`src/hw/rtl/bpr_pkg.sv`:
```
// Shared types, constants and codes for the bilinear resampler.
package bpr_pkg;

  localparam int MAX_SRC_DIM_DEF = 256;
  localparam int MAX_OUT_DIM_DEF = 256;

  localparam int SAMPLE_W   = 16;
  localparam int DIM_W      = 9;
  localparam int Q_W        = 24;
  localparam int CFG_IDX_W  = 3;
  localparam int CFG_DATA_W = 24;
  localparam int WGT_W      = 17;
  localparam int H_W        = 32;
  localparam int ACC_W      = 48;
  localparam int VAL_W      = 40;
  localparam int SUM_W      = 56;
  localparam int DIV_STEPS  = 24;
  localparam int DCNT_W     = 5;

  localparam logic [DIM_W-1:0] SRC_ROWS_RST = 9'd64;
  localparam logic [DIM_W-1:0] SRC_COLS_RST = 9'd64;
  localparam logic [DIM_W-1:0] OUT_ROWS_RST = 9'd64;
  localparam logic [DIM_W-1:0] OUT_COLS_RST = 9'd64;
  localparam logic [Q_W-1:0]   STEP_RST     = 24'h010000;
  localparam logic [Q_W-1:0]   OFFSET_RST   = 24'h000000;
  localparam logic [WGT_W-1:0] FRAC_ONE     = 17'h10000;
  localparam logic [ACC_W-1:0] ROUND_HALF   = 48'd128;
  localparam logic [Q_W-1:0]   Q24_MAX      = 24'hFFFFFF;

  typedef enum logic [CFG_IDX_W-1:0] {
    CFG_SRC_ROWS = 3'd0,
    CFG_SRC_COLS = 3'd1,
    CFG_OUT_ROWS = 3'd2,
    CFG_OUT_COLS = 3'd3,
    CFG_STEP     = 3'd4,
    CFG_COL_OFF  = 3'd5,
    CFG_ROW_OFF  = 3'd6
  } cfg_idx_e;

  typedef enum logic {
    OPERATION_LOAD = 1'b0,
    OPERATION_READ = 1'b1
  } operation_e;

  typedef enum logic [3:0] {
    ST_IDLE, ST_G_INIT, ST_G_IDX, ST_G_BASE, ST_G_RD00, ST_G_RD01, ST_G_RD10,
    ST_G_RD11, ST_G_MUL, ST_G_ACC, ST_G_WR, ST_R_ADDR, ST_R_DATA, ST_R_DIV,
    ST_R_OUT
  } ctrl_state_e;

  typedef enum logic [3:0] {
    DP_NONE, DP_LOAD, DP_G_INIT, DP_G_IDX, DP_G_BASE, DP_G_RD00, DP_G_RD01,
    DP_G_RD10, DP_G_RD11, DP_G_MUL, DP_G_ACC, DP_G_WR, DP_R_ADDR, DP_R_DATA,
    DP_R_DIV, DP_R_OUT
  } dp_op_e;

  typedef struct packed {
    dp_op_e op;
  } bpr_cmd_t;

  typedef struct packed {
    logic computed;
    logic grid_last;
    logic skip_div;
    logic div_done;
    logic out_free;
  } bpr_sts_t;

endpackage

```
`src/hw/rtl/bpr_ctrl.sv`:
```
// Sequencer for load, grid pass, division and result hand-off.
module bpr_ctrl import bpr_pkg::*; (
  input  logic     clk_i,
  input  logic     rst_ni,
  input  logic     in_valid_i,
  input  logic     in_op_i,
  output logic     in_ready_o,
  input  bpr_sts_t sts_i,
  output bpr_cmd_t cmd_o
);
  ctrl_state_e state_q, state_d;

  always_ff @(posedge clk_i or negedge rst_ni) begin
    if (!rst_ni) begin
      state_q <= ST_IDLE;
    end else begin
      state_q <= state_d;
    end
  end

  always_comb begin
    state_d    = state_q;
    cmd_o.op   = DP_NONE;
    in_ready_o = 1'b0;
    case (state_q)
      ST_IDLE: begin
        in_ready_o = 1'b1;
        if (in_valid_i) begin
          if (in_op_i == OPERATION_LOAD) begin
            cmd_o.op = DP_LOAD;
          end else begin
            state_d = sts_i.computed ? ST_R_ADDR : ST_G_INIT;
          end
        end
      end
      ST_G_INIT: begin cmd_o.op = DP_G_INIT; state_d = ST_G_IDX; end
      ST_G_IDX:  begin cmd_o.op = DP_G_IDX;  state_d = ST_G_BASE; end
      ST_G_BASE: begin cmd_o.op = DP_G_BASE; state_d = ST_G_RD00; end
      ST_G_RD00: begin cmd_o.op = DP_G_RD00; state_d = ST_G_RD01; end
      ST_G_RD01: begin cmd_o.op = DP_G_RD01; state_d = ST_G_RD10; end
      ST_G_RD10: begin cmd_o.op = DP_G_RD10; state_d = ST_G_RD11; end
      ST_G_RD11: begin cmd_o.op = DP_G_RD11; state_d = ST_G_MUL; end
      ST_G_MUL:  begin cmd_o.op = DP_G_MUL;  state_d = ST_G_ACC; end
      ST_G_ACC:  begin cmd_o.op = DP_G_ACC;  state_d = ST_G_WR; end
      ST_G_WR: begin
        cmd_o.op = DP_G_WR;
        state_d  = sts_i.grid_last ? ST_R_ADDR : ST_G_IDX;
      end
      ST_R_ADDR: begin cmd_o.op = DP_R_ADDR; state_d = ST_R_DATA; end
      ST_R_DATA: begin
        cmd_o.op = DP_R_DATA;
        state_d  = sts_i.skip_div ? ST_R_OUT : ST_R_DIV;
      end
      ST_R_DIV: begin
        cmd_o.op = DP_R_DIV;
        if (sts_i.div_done) begin
          state_d = ST_R_OUT;
        end
      end
      ST_R_OUT: begin
        if (sts_i.out_free) begin
          cmd_o.op = DP_R_OUT;
          state_d  = ST_IDLE;
        end
      end
      default: state_d = ST_IDLE;
    endcase
  end

`ifndef ASSERT_OFF
  a_read_leaves_idle: assert property (@(posedge clk_i) disable iff (!rst_ni)
    in_valid_i && in_ready_o && in_op_i == OPERATION_READ |=> state_q != ST_IDLE)
    else $error("read beat did not start work");
  a_grid_only_stale: assert property (@(posedge clk_i) disable iff (!rst_ni)
    state_q == ST_G_INIT |-> !sts_i.computed)
    else $error("grid pass started on a computed grid");
  a_div_holds: assert property (@(posedge clk_i) disable iff (!rst_ni)
    state_q == ST_R_DIV && !sts_i.div_done |=> state_q == ST_R_DIV)
    else $error("division left early");
`endif
endmodule

```
`config.mk`:
```
export PLATFORM = sky130hd
export DESIGN_NAME = bpr_ctrl
export DESIGN_NICKNAME = d
export VERILOG_FILES = /design/src/hw/rtl/bpr_pkg.sv /design/src/hw/rtl/bpr_ctrl.sv
export SDC_FILE = /design/constraint.sdc
export NUM_CORES = 1
export LEC_CHECK = 0
export BUFFER_PORTS_ARGS = -buffer_cell sky130_fd_sc_hd__buf_4
export CAP_MARGIN = 20
export CORE_AREA = 8 8 45 47
export CTS_BUF_LIST = sky130_fd_sc_hd__clkbuf_16
export DETAILED_ROUTE_END_ITERATION = 6
export DIE_AREA = 0 0 53 55
export GPL_TIMING_DRIVEN = 1
export PLACE_DENSITY = 0.59
export SETUP_SLACK_MARGIN = 0.02
export SYNTH_ARGS = -nofsm -noshare
export SYNTH_HDL_FRONTEND = slang
export SYNTH_SLANG_ARGS = --single-unit
```
`constraint.sdc`:
```
create_clock -name clk_i -period 2.6 [get_ports clk_i]
set_input_delay 0.52 -clock clk_i [delete_from_list [all_inputs] [get_ports clk_i]]
set_output_delay 0.52 -clock clk_i [all_outputs]
set_load 0.01 [all_outputs]
```
# Yosys cells after proc, flatten, opt, wreduce, memory -nomap -nowiden
# Cells that the tools add are included.
totals:
  reg_bits: 4
  inputBits: 9
  out_inout_bits: 5
  word_cells: 34
op_classes:
  eq_ne: 18
  n_mux: 13
  reduce_logical: 2
op_table:
  columns: ["operator", "count"]
  rows:
  - ["4-bit case mux with 15 select lines", 2]
  - ["4-bit == test (second input constant)", 7]
  - ["4-bit 2-to-1 mux", 7]
  - ["4-bit by 3-bit == test with 1-bit output (second input constant)", 4]
  - ["4-bit by 2-bit == test with 1-bit output (second input constant)", 2]
  - ["2-bit inequality test (second input constant)", 4]
  - ["4-bit by 1-bit == test with 1-bit output (second input constant)", 1]
  - ["4-bit zero test", 1]
  - ["4-bit AND reduction", 1]
  - ["1-bit 2-to-1 mux", 3]
  - ["2-bit 2-to-1 mux", 1]

# Logic depth before layout (Yosys ltp)
# Gate-level depths: netlist of the first run.
logic_depth:
  ltp_word: 4
  depth_mapped: 6
  depth_no_buf: 4

# Worst setup path after synthesis of the first run
# OpenSTA, ideal clock, no wires.
synth_timing:
  path_type: "register to output"
  start: "register state_q[0]"
  end: "output in_ready_o"
  arrival_ps: 1110
  required_time_ps: 2080
  slack_ps: 970
  stages_incl_launch_ff: 4
  path_buffers: 2
  path_cell_list: "dfrtp_1 -> buf_6 -> clkbuf_1 -> nor4_1"
synth_via:
  elab_chain_len: 2
synth_lines:
  columns: ["element", "line_no", "text"]
  rows:
  - ["start: declaration", "bpr_ctrl.sv:11", "ctrl_state_e state_q, state_d;"]
  - ["start signal: assignment", "bpr_ctrl.sv:17", "state_q <= state_d;"]
  - ["4-bit zero test", "bpr_ctrl.sv:25", "case (state_q)"]
  - ["1-bit 2-to-1 mux", "bpr_ctrl.sv:25", null]
  - ["end: declaration", "bpr_ctrl.sv:7", "output logic in_ready_o,"]
# No other way between the ends.

==> summary.txt, run 1 <==
Worst setup path
  – Largest delay share family, worst path: flip-flops
  – Setup Crit Path Kind: flip-flop to output pin
  – Worst-path cell chain: nand4b_1 > nand2b_1 > a31oi_1 > buf_4
  – CP Data Arrival Time: 1.48 ns
  – Crit path launch type: flip-flop
  – Critical Path RT: 2.08 ns
  – Buffers & Inverters on Critical Path: 1
  – Worst-path fanout max: 19
  – Slowest cell on crit path: dfrtp_1
  – Worst Setup End Kind: output pin
  – Slowest Stage Delay on Critical Path: 0.65 ns

Power
  – Lkg Pwr: 0.251 nW
  – Total chip power: 0.840 mW
  – Power per cell area: 1470 nW/um^2
  – Peak VDD IR: 0.518 mV

Timing
  – WHS: 0.0872 ns
  – Clk_skew: 0.00176 ns
  – Final worst path period need: 2.00 ns
  – Slew @ Worst Pin: 0.563 ns
  – Worst slew margin: 0.625
  – Setup TNS: 0 ns
  – Final worst path period share: 0.768
  – F_max: 501 MHz
  – Slew Limit Fails: 0
  – Setup violations, final: 0
  – RSZ-0062 raised after global routing: false
  – Final Hold Vio Count: 0

Die
  – Std-Cell Rows: 14
  – Full die area: 2920 sq um
  – Die H: 55 um
  – Initial core utilization: 0.301
  – Num ports: 14
  – Die Wd: 53 um
  – Core area: 1380 sq um

Yosys
  – Top post-synthesis cells by area: dfrtp_1 (24%), nand4b_1 (6.3%), a21oi_1 (6.0%)
  – Leading area contributor after synthesis: dfrtp_1
  – Top cells by count, synth: a21oi_1 (5), nand2_1 (5), dfrtp_1 (4), nor2_1 (4)
  – Syn_nets: 63
  – Count of different cell masters after synthesis: 26
  – EDFF count, synth: 0
  – Seq/Total Area, Yosys: 0.240
  – Post-synthesis cell area: 417 sq um
  – Syn. warnings: 0
  – FF+latch count, synth: 4
  – Yosys top cell area share: 0.240
  – Most common flop cell mapped by yosys: dfrtp_1
  – Post-synth ARST share: 1.00
  – Mapped Cells: 54
  – Syn_area_per_cell: 7.72 sq um

Finish
  – Post-route cell area: 571 sq um
  – Max reg flops: 4
  – Largest Register: state_q
  – Antenna diodes: 0
  – Layout cells sized above 1: 0.344
  – Final net count: 75
  – Area added between synthesis and finish: 36.9%
  – Biggest regs: state_q x4
  – Non-Filler Instances: 80

Global routing
  – Initial antenna violation count: 0
  – GRT Total Usage: 0.0816
  – Vias in the first global route: 381
  – Largest net degree at the start of global routing: 20
  – First-pass GRT wire length: 1.76 mm
  – Grt total ovfl: 0
  – GR Util met2: 0.125
  – GR peak layer: met2
  – GR Util met1: 0.0947
  – Met3 Use GR: 0.0294

CTS
  – H-Tree Depth: 1
  – Hold_buf cts: 0
  – CTS tree: done
  – CTS buffer count: 3
  – Gates resized, CTS repair: 0
  – Reg clk slew, reported paths: 0.03 ns
  – Clock tree buffer depth: 2
  – Clk_lat worst skew: 0.22 ns
  – Setup bufs post-CTS: 0
  – Clock sink count: 4
  – CTS root buffer: clkbuf_16

Status
  – Status: completed

Placed design
  – Final HPWL from detailed placement: 789 um
  – Dpl cells: 77
  – RD Place Congestion: 0.704
  – Placed cell area: 495 sq um
  – IO Port Bufs: 13

Routing
  – Routed length per placed instance: 14.0 um
  – Via/cell ratio: 5.44
  – Remaining DRCs: 0
  – 1st-pass router iterations: 4
  – Post-route antenna net violation count: 0
  – Final wirelength: 1.12 mm
  – Vias: 435
  – Detailed router's first-iteration violation count: 11

Min path
  – Hold Crit Class: input pin to async pin

Job
  – Max Cap Violations: 0
==> path summary, 6_finish.rpt <==
| kind | from | endpoint | slack, ns | depth (start not counted) |
|---|---|---|---|---|
| max | state_q[2] | cmd_o[0] | 0.60 | 4 |
| max reg2reg | state_q[0] | state_q[3] | 0.75 | 4 |
| min reg2reg | state_q[1] | state_q[0] | 0.74 | 1 |
| min | rst_ni | state_q[0] | 0.09 | 1 |
| max in group asynchronous | rst_ni | state_q[1] | 2.41 | 1 |
| min in group clk_i | sts_i[1] | state_q[0] | 0.63 | 3 |
==> cells in the final DEF (no fill, tap or decap), drive strengths merged <==
master and instances:
o211ai 2, o2bb2ai 1, inv 2, a21oi 7, nand4b 3, and3 1, or4 3, nor4 1
o21ai 5, nand3b 1, nand2 5, buf 13, mux2 2, a2111oi 1, nor2b 2, nand2b 2
clkbuf 3, dfrtp 4, nor2 4, a31oi 2
==> cell families (layout without fill, tap and decap cells) <==
logic type             after synthesis  in the layout  synth area share
muxes                                2              2            0.0631
DFF                                  4              4             0.240
AOI/OAI and AO/OA                   18             18             0.270
and+or+nand+nor                     22             22             0.315
buffers and inverters                8             18             0.111
==> worst register-to-register path: cells and delay by family (launching register included) <==
family / cells / cell delay, ns
simple gates: 2 / 0.70
flops: 1 / 0.57
mux: 1 / 0.30
compound gates: 1 / 0.16
==> cell type report <==
class / count / area [sq um]
inverters: 2 / 7.51
fillers: 137 / 813
repair buffers: 13 / 97.6
clock buffers: 3 / 75.1
flip-flops and latches: 4 / 100
multi-input cells: 42 / 270
well taps: 16 / 20.0
==> through the flow <==
step	setup WS, ns	utilization
final	0.604	0.412
after global routing	0.500	0.412
after CTS	0.616	0.412
after detailed placement	0.783	0.358
after global placement	0.783	0.358
after floorplan	0.970	-
==> where the power goes <==
| group | internal [mW] | total, mW | switching, mW |
|---|---|---|---|
| clock network | 0.196 | 0.237 | 0.0406 |
| registers | 0.0949 | 0.231 | 0.136 |
| logic | 0.213 | 0.373 | 0.160 |
| total | 0.504 | 0.840 | 0.336 |
==> routing by layer <==
| layer | wire length (um) | share of wire |
|---|---|---|
| met1 | 508 | 0.45 |
| met5 | 0 | 0 |
| met3 | 70 | 0.063 |
| met4 | 19 | 0.017 |
| met2 | 521 | 0.47 |
(Power assumes the default switching activity.)
==> run 2: changes to the inputs <==
PLACE_DENSITY = 0.61   (was 0.59)
clock period = 1.76 ns   (was 2.6 ns; I/O delays follow)
==> run 2 against run 1 <==
Register-to-register slack lost 0.60 ns. Sequential share of layout area shrank 1.6 points. Clock-buffer cell count is the same. First-iteration DRC count is the same. Non-clock buffer count grew 7. Clock power grew 52%.
==> summary.txt, run 2 (synthesized netlist as in run 1, its figures left out) <==
Worst setup path
  – Instance count on the critical path: 4
  – Worst-path fanout max: 15
  – Slowest cell on crit path: dfrtp_1
  – FF-to-FF path depth: 4
  – Largest delay share family, worst path: flip-flops
  – Terminus of the critical flop-to-flop path: state_q[3]
  – Buffers & Inverters on Critical Path: 2
  – Crit path launch type: flip-flop
  – Critical Path RT: 1.41 ns
  – Setup Crit Path Kind: flip-flop to output pin
  – Slowest Stage Delay on Critical Path: 0.41 ns
  – R2r setup slk: 0.15 ns
  – Worst-path cell chain: buf_6 > a31oi_1 > mux2_2 > buf_4
  – Worst Setup End Kind: output pin
  – RR Startpoint: state_q[2]
  – CP Launch Point: state_q[2]
  – Worst setup endpoint: cmd_o[1]
  – CP Data Arrival Time: 1.31 ns

Finish
  – Biggest regs: state_q x4
  – Max reg flops: 4
  – Area added between synthesis and finish: 51.1%
  – Layout cells sized above 1: 0.394
  – Fillers: 148
  – Most common cell after layout, fill and taps aside: buf_4
  – Storage cell area: 100 sq um
  – Antenna diodes: 0
  – Largest Register: state_q
  – Final net count: 82
  – Most frequent cells in the layout: buf_4 (18), nand2_1 (5), a21oi_1 (5)
  – Footprint of the multi-input gates: 270 sq um
  – Post-route cell area: 629 sq um

CTS
  – CTS tree: done
  – Reg clk slew, reported paths: 0.03 ns
  – Clock sink count: 4
  – Clk_lat worst skew: 0.23 ns
  – Clock tree buffer depth: 2
  – CTS buffer count: 3
  – CTS root buffer: clkbuf_16
  – H-Tree Depth: 1

Placed design
  – RD Place Congestion: 0.751
  – Placed cell area: 526 sq um
  – Worst slack, placed: 0.187 ns
  – Final HPWL from detailed placement: 767 um
  – IO Port Bufs: 13

Timing
  – Slew Limit Fails: 0
  – Setup violations, final: 0
  – WHS: 0.454 ns
  – Clk_skew: 0.00607 ns
  – Setup WS post-layout: 0.0947 ns
  – Slew @ Worst Pin: 0.367 ns
  – Final Hold Vio Count: 0
  – Setup TNS: 0 ns
  – Final worst path period need: 1.67 ns
  – Worst slew margin: 0.749
  – RSZ-0062 raised after global routing: true
  – F_max: 601 MHz
  – Final worst path period share: 0.946

Power
  – Lkg Pwr: 0.284 nW
  – Power per cell area: 2130 nW/um^2
  – Total chip power: 1.34 mW
  – Peak VDD IR: 0.762 mV

Die
  – Die Wd: 53 um
  – Core area: 1380 sq um
  – Full die area: 2920 sq um
  – Num ports: 14
  – Die H: 55 um
  – Initial core utilization: 0.301
  – Std-Cell Rows: 14

Routing
  – Detailed router's first-iteration violation count: 11
  – Remaining DRCs: 0
  – Routed length per placed instance: 13.6 um
  – Via/cell ratio: 5.40
  – Final wirelength: 1.18 mm
  – Vias: 470
  – Post-route antenna net violation count: 0
  – 1st-pass router iterations: 4

Global routing
  – Largest net degree at the start of global routing: 18
  – First-pass GRT wire length: 1.99 mm
  – Grt total ovfl: 0
  – Initial antenna violation count: 0
  – Vias in the first global route: 463
  – GRT Total Usage: 0.0958

Status
  – Status: completed

Job
  – Max Cap Violations: 0

Min path
  – Hold Crit Class: input pin to async pin
[run 2: worst min path at each step]
stage               cells past startpoint   start  slack, ns    endpoint
floorplan                               0  rst_ni       0.06  state_q[0]
global placement                        1  rst_ni       0.15  state_q[0]
detailed placement                      1  rst_ni       0.15  state_q[3]
CTS                                     2  rst_ni       0.45  state_q[3]
global route                            2  rst_ni       0.46  state_q[2]
finish                                  2  rst_ni       0.45  state_q[2]
[run 2: cell type report]
class,instances,area share
inverter,2,0.0119
sequential,4,0.159
clock buffer,3,0.119
multi-input combinational,42,0.429
tap,16,0.0318
timing repair buffer,20,0.249
[run 2: per-stage QoR]
| stage | instances | utilization |
|---|---|---|
| after CTS | 85 | 0.441 |
| final | 87 | 0.455 |
| after global routing | 87 | 0.455 |
| after floorplan | 54 | - |
| after detailed placement | 81 | 0.380 |
| after global placement | 81 | 0.380 |
[run 2: timing repair]
| item | CTS | global route |
|---|---|---|
| hold endpoints to repair | 4 | 0 |
| hold buffers | 1 | 0 |
| setup buffers | 0 | 2 |
| endpoints found under the setup margin | 0 | 2 |
| gates resized for setup | 0 | 1 |
[run 2: metal layers]
layer,vias to the layer above,part of all wire,track usage,wire length [um]
met4,0,0.059,0.112,70
met1,211,0.43,0.104,504
li1,234,-,-,-
met2,19,0.44,0.135,517
met5,-,0,0,0
met3,6,0.077,0.0321,91
[run 2: power breakdown]
| group | switching [mW] | total [mW] | leakage, nW | internal (mW) |
|---|---|---|---|---|
| clock | 0.0697 | 0.360 | 0.0370 | 0.291 |
| combinational | 0.408 | 0.796 | 0.199 | 0.388 |
| sequential | 0.0412 | 0.184 | 0.0481 | 0.143 |
==> run 3: changes to the inputs <==
ABC_AREA = 1   (was default)
PLACE_DENSITY = 0.62   (was 0.61)
SLEW_MARGIN = 10   (was default)
==> run 3 against run 2 <==
Synthesized cell count up 24%. First-iteration DRC count up 130%. Utilization up 0.90 points. Critical path type unchanged. Routed wire length unchanged. Fmax down 0.41%. Clock skew down 0.0049 ns. Largest cell class unchanged. Via count up 5.3%. Design area up 2.0%.
==> summary.txt, run 3 <==
Yosys
  – Leading area contributor after synthesis: dfrtp_1
  – Top post-synthesis cells by area: dfrtp_1 (24%), nand2_1 (17%), nand3_1 (11%)
  – Syn. warnings: 0
  – Syn_nets: 76
  – Post-synthesis cell area: 425 sq um
  – Seq/Total Area, Yosys: 0.235
  – Most common flop cell mapped by yosys: dfrtp_1
  – EDFF count, synth: 0
  – Mapped Cells: 67
  – FF+latch count, synth: 4
  – Post-synth ARST share: 1.00
  – Yosys top cell area share: 0.235
  – Top-count cell post-synth: nand2_1
  – Top cells by count, synth: nand2_1 (19), nand3_1 (9), inv_1 (7)
  – Syn_area_per_cell: 6.35 sq um
  – Count of different cell masters after synthesis: 17

Min path
  – Worst hold stages: 4
  – Hold Crit Class: input pin to flip-flop

Global routing
  – Initial antenna violation count: 0
  – GRT Total Usage: 0.0881
  – First-pass GRT wire length: 1.90 mm
  – Largest net degree at the start of global routing: 9
  – Grt total ovfl: 0
  – Vias in the first global route: 461

Worst setup path
  – Worst Setup End Kind: output pin
  – Critical Path RT: 1.41 ns
  – Largest delay share family, worst path: flip-flops
  – Slowest Stage Delay on Critical Path: 0.46 ns
  – FF-to-FF path depth: 7
  – Worst-path fanout max: 8
  – Worst-path cell chain: nor2_4 > nand2_1 > inv_2 > nand3_1 > nand4_1 > buf_4
  – Buffers & Inverters on Critical Path: 2
  – Setup Crit Path Kind: flip-flop to output pin
  – CP Data Arrival Time: 1.32 ns
  – Slowest cell on crit path: dfrtp_2
  – Instance count on the critical path: 6
  – Crit path launch type: flip-flop

Routing
  – Final wirelength: 1.18 mm
  – Post-route antenna net violation count: 0
  – Routed length per placed instance: 11.7 um
  – Via/cell ratio: 4.90
  – Detailed router's first-iteration violation count: 25
  – Vias: 495
  – 1st-pass router iterations: 4
  – Remaining DRCs: 0

Timing
  – F_max: 598 MHz
  – Worst slew margin: 0.865
  – Slew @ Worst Pin: 0.202 ns
  – Final worst path period share: 0.950
  – WHS: 0.419 ns
  – Setup WS post-layout: 0.0879 ns
  – Setup TNS: 0 ns
  – Final Hold Vio Count: 0
  – Final worst path period need: 1.67 ns
  – Slew Limit Fails: 0
  – Clk_skew: 0.00119 ns
  – Setup violations, final: 0
  – RSZ-0062 raised after global routing: false

Die
  – Die Wd: 53 um
  – Std-Cell Rows: 14
  – Full die area: 2920 sq um
  – Die H: 55 um
  – Initial core utilization: 0.307
  – Num ports: 14
  – Core area: 1380 sq um

CTS
  – Clock sink count: 4
  – H-Tree Depth: 1
  – CTS tree: done
  – Reg clk slew, reported paths: 0.03 ns
  – CTS buffer count: 3
  – Clock tree buffer depth: 2
  – Clk_lat worst skew: 0.22 ns
  – CTS root buffer: clkbuf_16

Finish
  – Most common cell after layout, fill and taps aside: nand2_1
  – Max reg flops: 4
  – Post-Route Utilization: 0.464
  – Fillers: 135
  – Largest Register: state_q
  – Most frequent cells in the layout: nand2_1 (19), buf_4 (15), nand3_1 (9)
  – Antenna diodes: 0
  – Layout cells sized above 1: 0.459
  – Biggest regs: state_q x4
  – Final net count: 96
  – Area added between synthesis and finish: 50.9%

Placed design
  – RD Place Congestion: 0.805
  – Final HPWL from detailed placement: 874 um
  – IO Port Bufs: 13
  – Worst slack, placed: 0.273 ns

Power
  – Sequential power share: 0.184
  – Switching Power: 0.619 mW
  – Power per cell area: 2220 nW/um^2
  – Cell internal pwr: 0.807 mW
  – Peak VDD IR: 0.644 mV
  – Lkg Pwr: 0.341 nW
  – Clock network power share: 0.246
  – Sw frac: 0.434
  – Comb power frac: 0.570

Status
  – Status: completed

Job
  – Max Cap Violations: 0
[run 3: layout make-up]
cell class                      count  area [sq um]  share of cell area
Timing Repair Buffer               16           123               0.191
Multi-Input combinational cell     52           282               0.439
Tap cell                           16          20.0              0.0312
Sequential cell                     4           105               0.164
Clock buffer                        3          75.1               0.117
Inverter                           10          37.5              0.0585
[run 3: worst register-to-register path: stages (launching register included)]
cell     delay [ns]
dfrtp_2        0.43
nand2_2        0.09
inv_2          0.10
nand2_1        0.10
nand3_1        0.11
nand3_1        0.10
nand2_2        0.07
nand2_1        0.04
[run 3: worst paths after layout]
kind | from | endpoint | slack [ns]
worst max-delay path | state_q[1] | cmd_o[0] | 0.09
max in group asynchronous | rst_ni | state_q[3] | 1.15
worst min register to register | state_q[0] | state_q[1] | 0.66
worst max register to register | state_q[2] | state_q[3] | 0.61
min in group asynchronous | rst_ni | state_q[1] | 0.50
worst min-delay path | sts_i[1] | state_q[0] | 0.42
[run 3: layer usage]
metal,global-route usage,share of wire,up-vias
li1,-,-,248
met1,0.0870,0.41,227
met2,0.156,0.53,17
met3,0.0241,0.046,3
met4,0.0647,0.014,0
met5,0,0,-
[run 3: cells by family (layout without fill, tap and decap cells)]
kind of cell           Yosys count  in the layout  synth area share
buffers and inverters           11             29             0.115
AND/OR/NAND/NOR                 46             46             0.574
AO/OA/AOI/OAI                    6              6            0.0765
flip-flops                       4              4             0.235
[run 3: what timing repair did]
| action | CTS | global route |
|---|---|---|
| gates resized for setup | 0 | 7 |
| endpoints found under the hold margin | 4 | 0 |
| buffers inserted | 0 | 2 |
| setup endpoints to repair | 0 | 3 |
| hold buffers | 1 | 0 |
[run 3: power groups by stage]
stage | Clock (mW) | Sequential [mW] | Combinational, mW
after floorplan | 0 | 0.200 | 0.569
after global placement | 0 | 0.241 | 0.766
after detailed placement | 0 | 0.240 | 0.762
after CTS | 0.352 | 0.241 | 0.769
after global routing | 0.361 | 0.272 | 0.904
final | 0.351 | 0.262 | 0.813
[run 3: stage by stage]
step | power (mW) | std cells | cell area, sq um
2_1_floorplan | 0.769 | 67 | 425
3_3_place_gp | 1.01 | 95 | 532
3_5_place_dp | 1.00 | 95 | 532
4_1_cts | 1.36 | 99 | 617
5_1_grt | 1.54 | 101 | 642
6_report | 1.43 | 101 | 642
